==> src/sv/nsf_pkg.sv <==
package nsf_pkg;

  // Parser phases
  typedef enum logic [2:0] {
    PH_HUNT = 3'd0,
    PH_ADDR = 3'd1,
    PH_DATA = 3'd2,
    PH_CK1  = 3'd3,
    PH_CK2  = 3'd4,
    PH_WAIT = 3'd5
  } phase_t;

  // Frame event codes
  typedef enum logic [1:0] {
    EV_NONE  = 2'd0,
    EV_DONE  = 2'd1,
    EV_ABORT = 2'd2
  } event_t;

  localparam logic [7:0] CH_DOLLAR = 8'h24;
  localparam logic [7:0] CH_COMMA  = 8'h2C;
  localparam logic [7:0] CH_STAR   = 8'h2A;
  localparam logic [7:0] CH_LF     = 8'h0A;
  localparam logic [7:0] CH_CR     = 8'h0D;
  localparam logic [7:0] CH_0      = 8'h30;
  localparam logic [7:0] CH_9      = 8'h39;
  localparam logic [7:0] CH_UA     = 8'h41;
  localparam logic [7:0] CH_UF     = 8'h46;
  localparam logic [7:0] CH_UZ     = 8'h5A;

  localparam int unsigned LetterSlots = 9;

  // Address letter write from the parser
  typedef struct packed {
    logic       en;
    logic [3:0] idx;
    logic [6:0] letter;
  } letter_wr_t;

  // Per-byte parse result
  typedef struct packed {
    logic       kept;
    event_t     ev;
    logic [6:0] stored_count;
    logic [3:0] letter_count;
    logic       had_checksum;
  } parse_res_t;

  function automatic logic is_hex_up(input logic [7:0] c);
    return ((c >= CH_0) && (c <= CH_9)) || ((c >= CH_UA) && (c <= CH_UF));
  endfunction

  function automatic logic [3:0] hex_val(input logic [7:0] c);
    logic [7:0] v;
    if ((c >= CH_0) && (c <= CH_9)) begin
      v = c - CH_0;
    end else begin
      v = c - CH_UA + 8'd10;
    end
    return v[3:0];
  endfunction

endpackage

==> src/sv/nsf_addr_buf.sv <==
module nsf_addr_buf
  import nsf_pkg::*;
#(
  parameter int unsigned DEPTH = 9
) (
  input  logic        clk,
  input  letter_wr_t  wr,
  input  logic [3:0]  letter_count,
  output logic [34:0] address_head,
  output logic [27:0] address_tail
);

  localparam int unsigned AW = (DEPTH > 1) ? $clog2(DEPTH) : 1;

  logic [6:0] letters [DEPTH];
  logic [6:0] slot [LetterSlots];

  always_ff @(posedge clk) begin
    if (wr.en) begin
      letters[wr.idx[AW-1:0]] <= wr.letter;
    end
  end

  // letters past the captured count read as zero
  for (genvar i = 0; i < LetterSlots; i++) begin : g_slot
    if (i < DEPTH) begin : g_used
      assign slot[i] = (4'(i) < letter_count) ? letters[i] : 7'd0;
    end else begin : g_unused
      assign slot[i] = 7'd0;
    end
  end

  assign address_head = {slot[0], slot[1], slot[2], slot[3], slot[4]};
  assign address_tail = {slot[5], slot[6], slot[7], slot[8]};

endmodule

==> src/sv/nsf_parser.sv <==
module nsf_parser
  import nsf_pkg::*;
#(
  parameter int unsigned MAX_SENTENCE = 81,
  parameter int unsigned MAX_ADDRESS  = 10
) (
  input  logic       clk,
  input  logic       rst,
  input  logic       adv,
  input  logic [7:0] byte_in,
  output letter_wr_t wr,
  output parse_res_t res
);

  localparam logic [6:0] FullMark   = 7'(MAX_SENTENCE - 1);
  localparam logic [3:0] LetterMax  = 4'(MAX_ADDRESS - 1);

  phase_t     phase, phase_next;
  logic [6:0] stored_count, stored_count_next;
  logic [3:0] letter_count, letter_count_next;
  logic [7:0] running_xor, running_xor_next;
  logic [3:0] ck_high, ck_high_next;
  logic       had_ck, had_ck_next;
  logic       full;
  logic       kept;
  event_t     ev;

  always_ff @(posedge clk) begin
    if (rst) begin
      phase        <= PH_HUNT;
      stored_count <= '0;
      letter_count <= '0;
      running_xor  <= '0;
      ck_high      <= '0;
      had_ck       <= 1'b0;
    end else begin
      phase        <= phase_next;
      stored_count <= stored_count_next;
      letter_count <= letter_count_next;
      running_xor  <= running_xor_next;
      ck_high      <= ck_high_next;
      had_ck       <= had_ck_next;
    end
  end

  assign full = (stored_count >= FullMark);

  always_comb begin
    phase_next        = phase;
    stored_count_next = stored_count;
    letter_count_next = letter_count;
    running_xor_next  = running_xor;
    ck_high_next      = ck_high;
    had_ck_next       = had_ck;
    kept              = 1'b0;
    ev                = EV_NONE;
    wr                = '0;
    if (adv) begin
      unique case (phase)
        PH_HUNT: begin
          if (byte_in == CH_DOLLAR) begin
            stored_count_next = '0;
            letter_count_next = '0;
            running_xor_next  = '0;
            ck_high_next      = '0;
            had_ck_next       = 1'b0;
            phase_next        = PH_ADDR;
          end
        end
        PH_ADDR: begin
          if (full) begin
            ev = EV_ABORT;
          end else begin
            stored_count_next = stored_count + 7'd1;
            kept              = 1'b1;
            running_xor_next  = running_xor ^ byte_in;
            if (byte_in == CH_COMMA) begin
              phase_next = PH_DATA;
            end else if ((letter_count >= LetterMax) || (byte_in < CH_UA) ||
                         (byte_in > CH_UZ)) begin
              ev = EV_ABORT;
            end else begin
              wr.en             = 1'b1;
              wr.idx            = letter_count;
              wr.letter         = byte_in[6:0];
              letter_count_next = letter_count + 4'd1;
            end
          end
        end
        PH_DATA: begin
          if (full) begin
            ev = EV_ABORT;
          end else begin
            stored_count_next = stored_count + 7'd1;
            kept              = 1'b1;
            if (byte_in == CH_STAR) begin
              phase_next = PH_CK1;
            end else if (byte_in == CH_LF) begin
              phase_next = PH_WAIT;
            end else if (byte_in == CH_CR) begin
              ev = EV_DONE;
            end else begin
              running_xor_next = running_xor ^ byte_in;
            end
          end
        end
        PH_CK1: begin
          if (full || !is_hex_up(byte_in)) begin
            ev = EV_ABORT;
          end else begin
            stored_count_next = stored_count + 7'd1;
            kept              = 1'b1;
            ck_high_next      = hex_val(byte_in);
            phase_next        = PH_CK2;
          end
        end
        PH_CK2: begin
          if (full || !is_hex_up(byte_in)) begin
            ev = EV_ABORT;
          end else begin
            stored_count_next = stored_count + 7'd1;
            kept              = 1'b1;
            if ({ck_high, hex_val(byte_in)} == running_xor) begin
              had_ck_next = 1'b1;
              phase_next  = PH_WAIT;
            end else begin
              ev = EV_ABORT;
            end
          end
        end
        PH_WAIT: begin
          if (full || ((byte_in != CH_LF) && (byte_in != CH_CR))) begin
            ev = EV_ABORT;
          end else if (byte_in == CH_CR) begin
            stored_count_next = stored_count + 7'd1;
            kept              = 1'b1;
            ev                = EV_DONE;
          end
        end
        default: begin
          phase_next = PH_HUNT;
        end
      endcase
      if (ev != EV_NONE) begin
        phase_next = PH_HUNT;
      end
    end
  end

  // letter count never moves on an event cycle, so the register is current
  assign res.kept         = kept;
  assign res.ev           = ev;
  assign res.stored_count = stored_count_next;
  assign res.letter_count = letter_count;
  assign res.had_checksum = had_ck_next;

endmodule

==> src/sv/nmea_sentence_framer.sv <==
// Channel   Dir  Fields (tdata / tuser, lowest bit first)
// s_axis    in   tdata[7:0] byte_in
// m_axis    out  tdata: byte_kept[0], sentence_length[7:1], address_length[11:8],
//                address_head[46:12], address_tail[74:47], checksum_verified[75],
//                zero[79:76]; tuser[1:0] frame_event
//
// One result per input byte, one byte per cycle sustained while the output is not
// stalled. The result is registered: an input register feeds the parser, whose
// result lands in the output register.
// rst (synchronous) returns the parser to hunting for '$'; address letters are
// not cleared. A stalled output holds its result; the input register still takes
// one more byte, then s_axis_tready drops until the output drains.
module nmea_sentence_framer
  import nsf_pkg::*;
#(
  parameter int unsigned MAX_SENTENCE = 81,
  parameter int unsigned MAX_ADDRESS  = 10
) (
  input  logic        clk,
  input  logic        rst,
  input  logic        s_axis_tvalid,
  output logic        s_axis_tready,
  input  logic [7:0]  s_axis_tdata,   // byte_in
  output logic        m_axis_tvalid,
  input  logic        m_axis_tready,
  output logic [79:0] m_axis_tdata,   // see table above
  output logic [1:0]  m_axis_tuser    // frame_event
);

  // input register
  logic       in_valid;
  logic [7:0] in_byte;
  logic       advance;

  // parser outputs
  letter_wr_t  wr;
  parse_res_t  res;
  logic [34:0] addr_head;
  logic [27:0] addr_tail;

  // output register
  logic        out_kept;
  event_t      out_ev;
  logic [6:0]  out_len;
  logic [3:0]  out_alen;
  logic [34:0] out_head;
  logic [27:0] out_tail;
  logic        out_ck;
  logic        has_event;

  // the byte in the input register is parsed when the output slot is free
  assign advance       = in_valid && (!m_axis_tvalid || m_axis_tready);
  assign s_axis_tready = !in_valid || advance;

  always_ff @(posedge clk) begin
    if (rst) begin
      in_valid <= 1'b0;
    end else if (s_axis_tvalid && s_axis_tready) begin
      in_valid <= 1'b1;
    end else if (advance) begin
      in_valid <= 1'b0;
    end
  end

  always_ff @(posedge clk) begin
    if (s_axis_tvalid && s_axis_tready) begin
      in_byte <= s_axis_tdata;
    end
  end

  nsf_parser #(
    .MAX_SENTENCE (MAX_SENTENCE),
    .MAX_ADDRESS  (MAX_ADDRESS)
  ) u_parser (
    .clk     (clk),
    .rst     (rst),
    .adv     (advance),
    .byte_in (in_byte),
    .wr      (wr),
    .res     (res)
  );

  // at most MAX_ADDRESS-1 letters are ever kept
  nsf_addr_buf #(
    .DEPTH (MAX_ADDRESS - 1)
  ) u_addr (
    .clk          (clk),
    .wr           (wr),
    .letter_count (res.letter_count),
    .address_head (addr_head),
    .address_tail (addr_tail)
  );

  assign has_event = (res.ev != EV_NONE);

  always_ff @(posedge clk) begin
    if (rst) begin
      m_axis_tvalid <= 1'b0;
    end else if (advance) begin
      m_axis_tvalid <= 1'b1;
    end else if (m_axis_tready) begin
      m_axis_tvalid <= 1'b0;
    end
  end

  // frame fields read as zero unless an event fires
  always_ff @(posedge clk) begin
    if (advance) begin
      out_kept <= res.kept;
      out_ev   <= res.ev;
      out_len  <= has_event ? res.stored_count : 7'd0;
      out_alen <= has_event ? res.letter_count : 4'd0;
      out_head <= has_event ? addr_head : 35'd0;
      out_tail <= has_event ? addr_tail : 28'd0;
      out_ck   <= (res.ev == EV_DONE) && res.had_checksum;
    end
  end

  assign m_axis_tdata = {4'd0, out_ck, out_tail, out_head, out_alen, out_len, out_kept};
  assign m_axis_tuser = out_ev;

  // a held input byte stays put while the output is stalled
  a_in_hold: assert property (@(posedge clk) disable iff (rst)
    in_valid && !advance |=> in_valid && $stable(in_byte))
    else $error("input register lost a byte while stalled");

  // no event means all frame fields are zero
  a_quiet_fields: assert property (@(posedge clk) disable iff (rst)
    m_axis_tvalid && (m_axis_tuser == EV_NONE) |-> (m_axis_tdata[79:1] == 79'd0))
    else $error("frame fields set without an event");

  // checksum flag only on a delivered sentence
  a_ck_on_done: assert property (@(posedge clk) disable iff (rst)
    m_axis_tvalid && m_axis_tdata[75] |-> (m_axis_tuser == EV_DONE))
    else $error("checksum flag outside a delivered sentence");

  // a result only appears when a byte was waiting in the input register
  a_no_phantom: assert property (@(posedge clk) disable iff (rst)
    !in_valid |=> !$rose(m_axis_tvalid))
    else $error("result produced with no byte buffered");

endmodule
==> config.mk <==
export PLATFORM = sky130hd
export DESIGN_NAME = nmea_sentence_framer
export DESIGN_NICKNAME = d
export VERILOG_FILES = /design/src/sv/nsf_pkg.sv /design/src/sv/nsf_addr_buf.sv /design/src/sv/nsf_parser.sv /design/src/sv/nmea_sentence_framer.sv
export SDC_FILE = /design/constraint.sdc
export NUM_CORES = 1
export LEC_CHECK = 0
export ABC_AREA = 1
export BUFFER_PORTS_ARGS = -buffer_cell sky130_fd_sc_hd__clkbuf_2
export CAP_MARGIN = 20
export CORE_ASPECT_RATIO = 1.1
export CORE_UTILIZATION = 50
export CTS_BUF_LIST = sky130_fd_sc_hd__clkbuf_8
export CTS_CLUSTER_SIZE = 24
export DETAILED_ROUTE_END_ITERATION = 8
export GPL_ROUTABILITY_DRIVEN = 1
export PLACE_DENSITY = 0.75
export SLEW_MARGIN = 0
export SYNTH_ARGS = -nofsm -noshare
export SYNTH_HDL_FRONTEND = slang
export SYNTH_SLANG_ARGS = --single-unit
==> constraint.sdc <==
create_clock -name clk -period 8.7 [get_ports clk]
set_input_delay 1.305 -clock clk [delete_from_list [all_inputs] [get_ports clk]]
set_output_delay 1.305 -clock clk [all_outputs]
set_load 0.02 [all_outputs]
# Yosys cells after proc, flatten, opt, wreduce, memory -nomap -nowiden
# Memory sizes are Yosys's and may differ from the RTL's. A register that Yosys moved wholly into a read port is not among the register bits.
# Index checks and enable logic that the tools add are counted.
dict set report word_totals {
  register_bits 52
  latchBits 0
  ram_bits 63
  mem_bits_ro 0
  inputBits 12
  out_inout_bits 84
  word_cells 189
  n_memories 1
}
# name depth width read_ports rd_clocked_by_memory_dff write_ports line_no
set mem_list {}
lappend mem_list {u_addr.letters 9 7 9 9 1 nsf_addr_buf.sv:15} ;# logic [6:0] letters [DEPTH];
dict set report op_classes {
  n_addsub 5
  multipliers 0
  div 0
  n_lt_le_gt_ge 17
  n_eq_ne 32
  n_shift 0
  mux 71
  bitwise_logic 1
  n_reduce_logical 48
}
# op n
set op_table {}
lappend op_table {{$mux W12} 5}
lappend op_table {{$mux W8} 6}
lappend op_table {{$mux W7} 6}
lappend op_table {{$mux W4} 9}
lappend op_table {{$mux W3} 10}
lappend op_table {{$pmux W7 S4} 1}
lappend op_table {{$eq A8 B6 Y1 const B} 3}
lappend op_table {{$mux W2} 12}
lappend op_table {{$pmux W8 S3} 1}
lappend op_table {{$pmux W3 S6} 1}
lappend op_table {{$reduce_and A2 Y1} 9}
lappend op_table {{$eq A8 B4 Y1 const B} 2}
lappend op_table {{$lt A3 B4 Y1 const A} 4}
lappend op_table {{$ne A2 B2 Y1 const B} 8}
lappend op_table {{$ne A8 B4 Y1 const B} 2}
lappend op_table {{$pmux W4 S2} 2}
lappend op_table {{$mux W1} 15}
lappend op_table {{$logic_not A1 Y1} 12}
lappend op_table {{$ne A3 B3 Y1 const B} 4}
lappend op_table {{$reduce_bool A2 Y1} 6}
lappend op_table {{$pmux W2 S5} 1}
lappend op_table {{$reduce_and A10 Y1} 1}
lappend op_table {{$ne A3 B1 Y1 const B} 3}
lappend op_table {{$eq A8 B8 Y1} 1}
lappend op_table {{other kinds (32)} 50}

# Logic depth before layout (Yosys ltp)
# Gate-level depths: netlist of run 1.
dict set report depth {
  ltp_word 17
  depth_mapped 18
  mapped_depth_nobuf 18
}

# Cells and area by module
# From an unflattened synthesis of run 1, not the netlist that was laid out.
dict set report unflattened {
  cells_unflattened 856
  area_unflattened_um2 8091.5
}
# module instances cells_each area_per_inst_um2 seq_area_each_um2
set modules_own_cells {}
lappend modules_own_cells {nmea_sentence_framer 1 264 3338.2 2622.5}
lappend modules_own_cells {nsf_addr_buf 1 225 2537.4 1891.8}
lappend modules_own_cells {nsf_parser 1 367 2215.9 540.5}

# Worst setup path before layout of run 1
# Ideal clock, no wire load.
dict set report synth_timing {
  kind {input port to flip-flop}
  startpoint {input port m_axis_tready}
  endpoint {memory u_addr.letters[1][0] (enable)}
  setup_ns 0.380
  arrival_ns 4.912
  t_required_ns 8.320
  path_slack_ns 3.408
  cell_stages 8
  n_path_buf 0
  path_cell_list {inv_1 nand2_1 nand2_1 inv_1 nand4_1 inv_1 nand2_1 nor3_1}
}
dict set report synth_between {
  elab_chain_cells 5
}
# item line_no
set synth_rtl {}
lappend synth_rtl {{start: declaration} nmea_sentence_framer.sv:25} ;# input logic m_axis_tready,
lappend synth_rtl {{$logic_or A1 B1 Y1 *} nmea_sentence_framer.sv:52} ;# assign advance = in_valid && (!m_axis_tvalid || m_axis_tready);
lappend synth_rtl {{$logic_and A1 B1 Y1 *} nmea_sentence_framer.sv:52}
lappend synth_rtl {{via advance} nmea_sentence_framer.sv:33} ;# logic advance;
lappend synth_rtl {{$mux W12 *} nsf_parser.sv:58} ;# if (adv) begin
lappend synth_rtl {{$mux W1} nsf_addr_buf.sv:19} ;# if (wr.en) begin
lappend synth_rtl {{$mux W1 (not written as such)} nsf_addr_buf.sv:20} ;# letters[wr.idx[AW-1:0]] <= wr.letter;
lappend synth_rtl {{end: declaration} nsf_addr_buf.sv:15}
# The timed path passes the listed nets; every way through them passes the cells marked *.

# Worst setup path after layout of run 1
dict set report layout_timing {
  startpoint {input port m_axis_tready}
  endpoint {memory u_addr.letters[7][2] (enable)}
}
# The elaborated chain is that of the path after synthesis.

==> impl_metrics.tcl, run 1 <==
set metrics [dict create \
    status "finished, final reports clean" \
    synthAdderAreaFrac_pct 1.666 \
    drt_pass1_iterations 5 \
    cts_root_buffer "clkbuf_8" \
    gp_congestion 0.8848 \
    yosys_warnings 0 \
    ir_worst_vdd_mv 0.1011 \
    p_per_area_nw_per_um2 195.3 \
    critPathArrivalTime_ns 4.39 \
    synth_area_sq_um 7510 \
    start_util_pct 51.57 \
    async_flop_share_pct 0 \
    synth_flop_cell "edfxtp_1" \
    fmax_ghz 0.2315 \
    crit_fanout 83 \
    die_y_um 130.5 \
    setup_violations 0 \
    wl_um 13660 \
    synth_compound_area_share_pct 5.298 \
    slew_viol_final 0 \
    r2r-start "m_axis_tvalid" \
    place_ws_ns 3.764 \
    num_rows 46 \
    nets 820 \
    fillers 1185 \
    grt_overflow_total 0 \
    fin_util_pct 58.78 \
    met2_length_um 6901 \
    met3_length_um 695 \
    fin_crit_sh_pct 49.66 \
    post_cts_buffers 0 \
    drive_gt1_share_pct 18.50 \
    setup_ws_ns 4.379 \
    synth_xor_area_share_pct 0.9330 \
    cts_resized 0 \
    syn_to_final_growth_pct 13.98 \
    muxShareOfSynthArea_pct 0 \
    cts_tree "yes" \
    crit_type "primary input to flip-flop" \
    clk_pin_slew_worst_paths_ns 0.08 \
    hp-start "u_parser.ck_high[0]" \
    clkSinkCount 178 \
    synth_cell_types 40 \
    vias 4879 \
    crit_path_start "m_axis_tready" \
    grt_pass1_wl_um 21820 \
    die-area_sq_um 15510 \
    grt.total_usage_pct 18.44 \
    insertion_delay_ns 0.45 \
    min_period_ns 4.321 \
    rsz0062_at_grt "false" \
    wl_met1_um 5918 \
    cts_buffers 17 \
    cts_hold_buffers 0 \
    antenna_found_initial 0 \
    portBuffers 91 \
    ys_seq_area_share_pct 67.31 \
    cp.required_ns 8.77 \
    worst_setup_path_end_kind "flip-flop" \
    htreeDepth 4 \
    coreArea_sq_um 14560 \
    layout_common_cells "edfxtp_1, nor2_1, inv_1, clkbuf_2, nand2_1" \
    critPathLaunchType "primary input" \
    dp_hpwl_um 9665 \
    timing.slew.headroom_pct 28.73 \
    drtIter0Drc 350 \
    report.final.hold_viol_count 0 \
    avgSynthCellArea_sq_um 10.95 \
    die_w_um 118.9 \
    finClkSkew_ns 0.009390 \
    final_common_cell "edfxtp_1" \
    diodes 0 \
    ys_ff_latch 178 \
    grt_pass1_vias 4527 \
    cap_violations 0 \
    tns_ns 0 \
    wire_per_inst_um 13.62 \
    ioPinCount 96 \
    min_path_type "flip-flop to flip-flop" \
    cts_buffer_depth 2 \
    synth_area_leaders "edfxtp_1, dfxtp_1, nor2_1, inv_1, nand2_1" \
    drcViolationCount 0 \
    synthSimpleGateAreaFrac_pct 17.21 \
    ant_nets 0 \
    vias_per_cell 4.864 \
    synth_top_family_by_area "simple AND/OR/NAND/NOR gates" \
    grt_max_degree 84 \
    syn_inst 686 \
    p_leak_nw 3.438 \
    synth_top_area_share_pct 59.58 \
    synth_top_area_cell "edfxtp_1" \
    top_layer "met4" \
    synth_edf_count 149 \
    worst_slew_pin_slew_ns 1.069 \
]
## routing by layer
layer / GRT usage, % / up-vias
li1: - / 2459
met1: 23.12 / 2245
met2: 31.79 / 161
met3: 3.689 / 14
met4: 7.297 / 0
met5: 0 / -
## cell families (layout without fill, tap and decap cells)
kind of cell / Yosys count / count (layout)
other cells: 1 / 13
buf+inv: 138 / 251
flops: 178 / 178
simple gates: 284 / 284
compound gates: 67 / 67
xor+xnor: 8 / 8
fa+ha+maj: 10 / 10
## worst max-delay path: stages
cell and delay (ns):
clkbuf_2 0.08, inv_1 0.04, nand2_1 0.06, nand2_1 0.14, clkinv_2 0.07, buf_4 0.75, nand4_1 0.49, inv_1 0.46
nand2_1 0.20, nor3_1 0.78
## worst paths after layout
| check | end | slack, ns | cells after the start |
|---|---|---|---|
| min reg2reg | u_parser.ck_high[0] | 0.48 | 2 |
| max reg2reg | u_addr.letters[7][2] | 5.01 | 8 |
| min | u_parser.ck_high[0] | 0.48 | 2 |
| max | u_addr.letters[7][2] | 4.38 | 10 |
## per-stage QoR
step                std cells  hold WS (ns)  power [mW]  cell area, sq um
floorplan                 698        0.4571       1.109              7555
global placement          971        0.4639       1.150              8184
detailed placement        971        0.4741       1.151              8184
CTS                      1003        0.4890       1.680              8559
global route             1003        0.5042       1.737              8559
finish                   1003        0.4845       1.672              8559
## cell usage after synthesis (2+ instances only)
cell type / instances
nor3b_1: 6
clkbuf_1: 3
o22ai_1: 2
inv_2: 2
nand2_4: 5
ha_1: 10
a21oi_1: 28
nand2_1: 65
a22oi_1: 3
dfxtp_1: 29
xnor2_1: 2
inv_1: 121
nor2_4: 2
xor2_1: 6
nand3_1: 34
nand4_1: 3
nor2_1: 130
nor3_1: 23
edfxtp_1: 149
o21ai_4: 3
buf_4: 8
nor2_2: 2
o21ai_0: 26
nand2_2: 7
o21ai_2: 2
## report_power, final
part,switching (mW),total [mW],internal (mW)
combinational,0.128,0.179,0.0510
sequential,0.0153,0.956,0.940
clock,0.285,0.537,0.252
total,0.429,1.67,1.24
## flip-flops by register name, indices dropped and copies added, names as in the netlist, 2 cells and up
register               count
in_byte                    8
u_parser.letter_count      4
u_parser.ck_high           4
out_alen                   4
u_parser.phase             3
u_addr.letters            63
u_parser.stored_count      7
out_len                    7
out_head                  35
m_axis_tuser               2
u_parser.running_xor       8
out_tail                  28
## final cells by class
type	instances	area, sq um	area share [%]
repair buffers	93	470.5	5.496
flip-flops and latches	178	5055	59.06
well taps	192	240.2	2.807
clock inverters	15	141.4	1.652
inverters	126	484.2	5.657
multi-input cells	382	1934	22.60
clock buffers	17	234.0	2.734
Note: power is estimated with default switching activity, not from simulation.
==> run 2, diff against run 1 <==
- clock period: 8.7 -> 4.1 ns (I/O delays scaled with it)
==> impl_metrics.tcl, run 2 (synthesized netlist as in run 1, its figures left out) <==
set metrics [dict create \
    setup_violations 0 \
    largest_reg_flops 63 \
    cts_resized 0 \
    cp.required_ns 4.19 \
    critPathArrivalTime_ns 3.25 \
    dpl.cell_count 978 \
    min_path_type "primary input to flip-flop" \
    crit_path_start "in_byte[0]" \
    worst_setup_path_end_kind "flip-flop" \
    vias_per_cell 4.903 \
    p_clk_share_pct 35.6 \
    ant_nets 0 \
    crit_type "flip-flop to flip-flop" \
    grt_pass1_wl_um 22690 \
    start_util_pct 51.57 \
    portBuffers 91 \
    pwr-share-seq_pct 54.3 \
    clk_pin_slew_worst_paths_ns 0.09 \
    fin_crit_sh_pct 76.98 \
    drt_pass1_iterations 6 \
    crit_fanout 13 \
    grt_pass1_vias 4630 \
    cts_buffers 17 \
    timing.slew.headroom_pct 34.27 \
    drtIter0Drc 400 \
    ff2ff_setup_slack_ns 0.94 \
    p_per_area_nw_per_um2 430.9 \
    htreeDepth 4 \
    antenna_found_initial 0 \
    coreArea_sq_um 14560 \
    critPathLaunchType "flip-flop" \
    layout_common_cells "edfxtp_1, nor2_1, inv_1, clkbuf_2, nand2_1" \
    ir_worst_vdd_mv 0.1898 \
    rsz0062_at_grt "false" \
    swShare_pct 24.49 \
    whs_ns 0.3257 \
    ioPinCount 96 \
    vias 4947 \
    slew_viol_final 0 \
    r2r-start "in_byte[0]" \
    wire_per_inst_um 13.77 \
    grt.total_usage_pct 19.20 \
    dp_hpwl_um 9663 \
    final_common_cell "edfxtp_1" \
    hp-start "s_axis_tdata[0]" \
    cap_violations 0 \
    die-area_sq_um 15510 \
    cts_root_buffer "clkbuf_8" \
    clkSinkCount 178 \
    grt_max_degree 51 \
    fmax_ghz 0.3168 \
    wl_um 13900 \
    tns_ns 0 \
    status "finished, final reports clean" \
    grt_overflow_total 0 \
    diodes 0 \
    finClkSkew_ns 0.01027 \
    setup_ws_ns 0.9437 \
    drive_gt1_share_pct 19.46 \
    pwr-share-comb_pct 10.1 \
    cts_buffer_depth 2 \
    p_leak_nw 3.512 \
    place_ws_ns 1.049 \
    placed_area_sq_um 8239 \
    num_rows 46 \
    post_cts_buffers 0 \
    p_sw_mw 0.9164 \
    syn_to_final_growth_pct 15.63 \
    drcViolationCount 0 \
    gp_congestion 0.9599 \
    cts_tree "yes" \
    nets 827 \
    cellInternalPower_mw 2.825 \
    min_period_ns 3.156 \
    die_w_um 118.9 \
    insertion_delay_ns 0.46 \
    final_area_sq_um 8683 \
    report.final.hold_viol_count 0 \
    die_y_um 130.5 \
    fin_cells 1009 \
    worst_slew_pin_slew_ns 0.9823 \
    cts_hold_buffers 0 \
]
==> run 2: worst max-delay path: stages (launching register included) <==
cell	delay, ns
edfxtp_1	0.53
inv_1	0.22
ha_1	0.22
o21ai_0	0.09
nand3_1	0.07
o21ai_0	0.15
nor2_1	0.18
nand4_1	0.31
inv_1	0.41
nand3_1	0.14
nor2_1	0.47
==> run 2: final timing paths <==
| path | cells past startpoint | end |
|---|---|---|
| worst max-delay path | 10 | u_addr.letters[0][5] |
| worst max register to register | 10 | u_addr.letters[0][5] |
| worst min register to register | 2 | u_parser.ck_high[1] |
| worst min-delay path | 1 | in_byte[0] |
==> run 2: routing by layer <==
| layer | up-vias | track usage, % | wire length (um) |
|---|---|---|---|
| li1 | 2474 | - | - |
| met1 | 2292 | 23.62 | 6132 |
| met2 | 159 | 33.13 | 6885 |
| met3 | 22 | 3.950 | 645 |
| met4 | 0 | 8.488 | 235 |
| met5 | - | 0 | 0 |
==> run 2: final cells by class <==
| cell class | instances | area, sq um |
|---|---|---|
| fill | 1165 | 5878 |
| sequential | 178 | 5055 |
| multi-input combinational | 382 | 1934 |
| timing repair buffer | 100 | 523.0 |
| inverter | 126 | 486.7 |
| tap | 192 | 240.2 |
| clock buffer | 17 | 234.0 |
| clock inverter | 14 | 210.2 |
==> run 2: power by group through the flow <==
stage	registers [mW]	clock network, mW	logic, mW
4_1_cts	2.03	1.35	0.376
3_3_place_gp	2.07	0	0.374
3_5_place_dp	2.07	0	0.373
5_1_grt	2.04	1.43	0.424
6_report	2.03	1.33	0.379
2_1_floorplan	2.10	0	0.255
==> run 2: metrics by stage <==
step | power, mW | util, %
after floorplan | 2.352 | -
after global placement | 2.445 | 56.58
after detailed placement | 2.443 | 56.58
after CTS | 3.760 | 59.63
after global routing | 3.894 | 59.63
final | 3.741 | 59.63
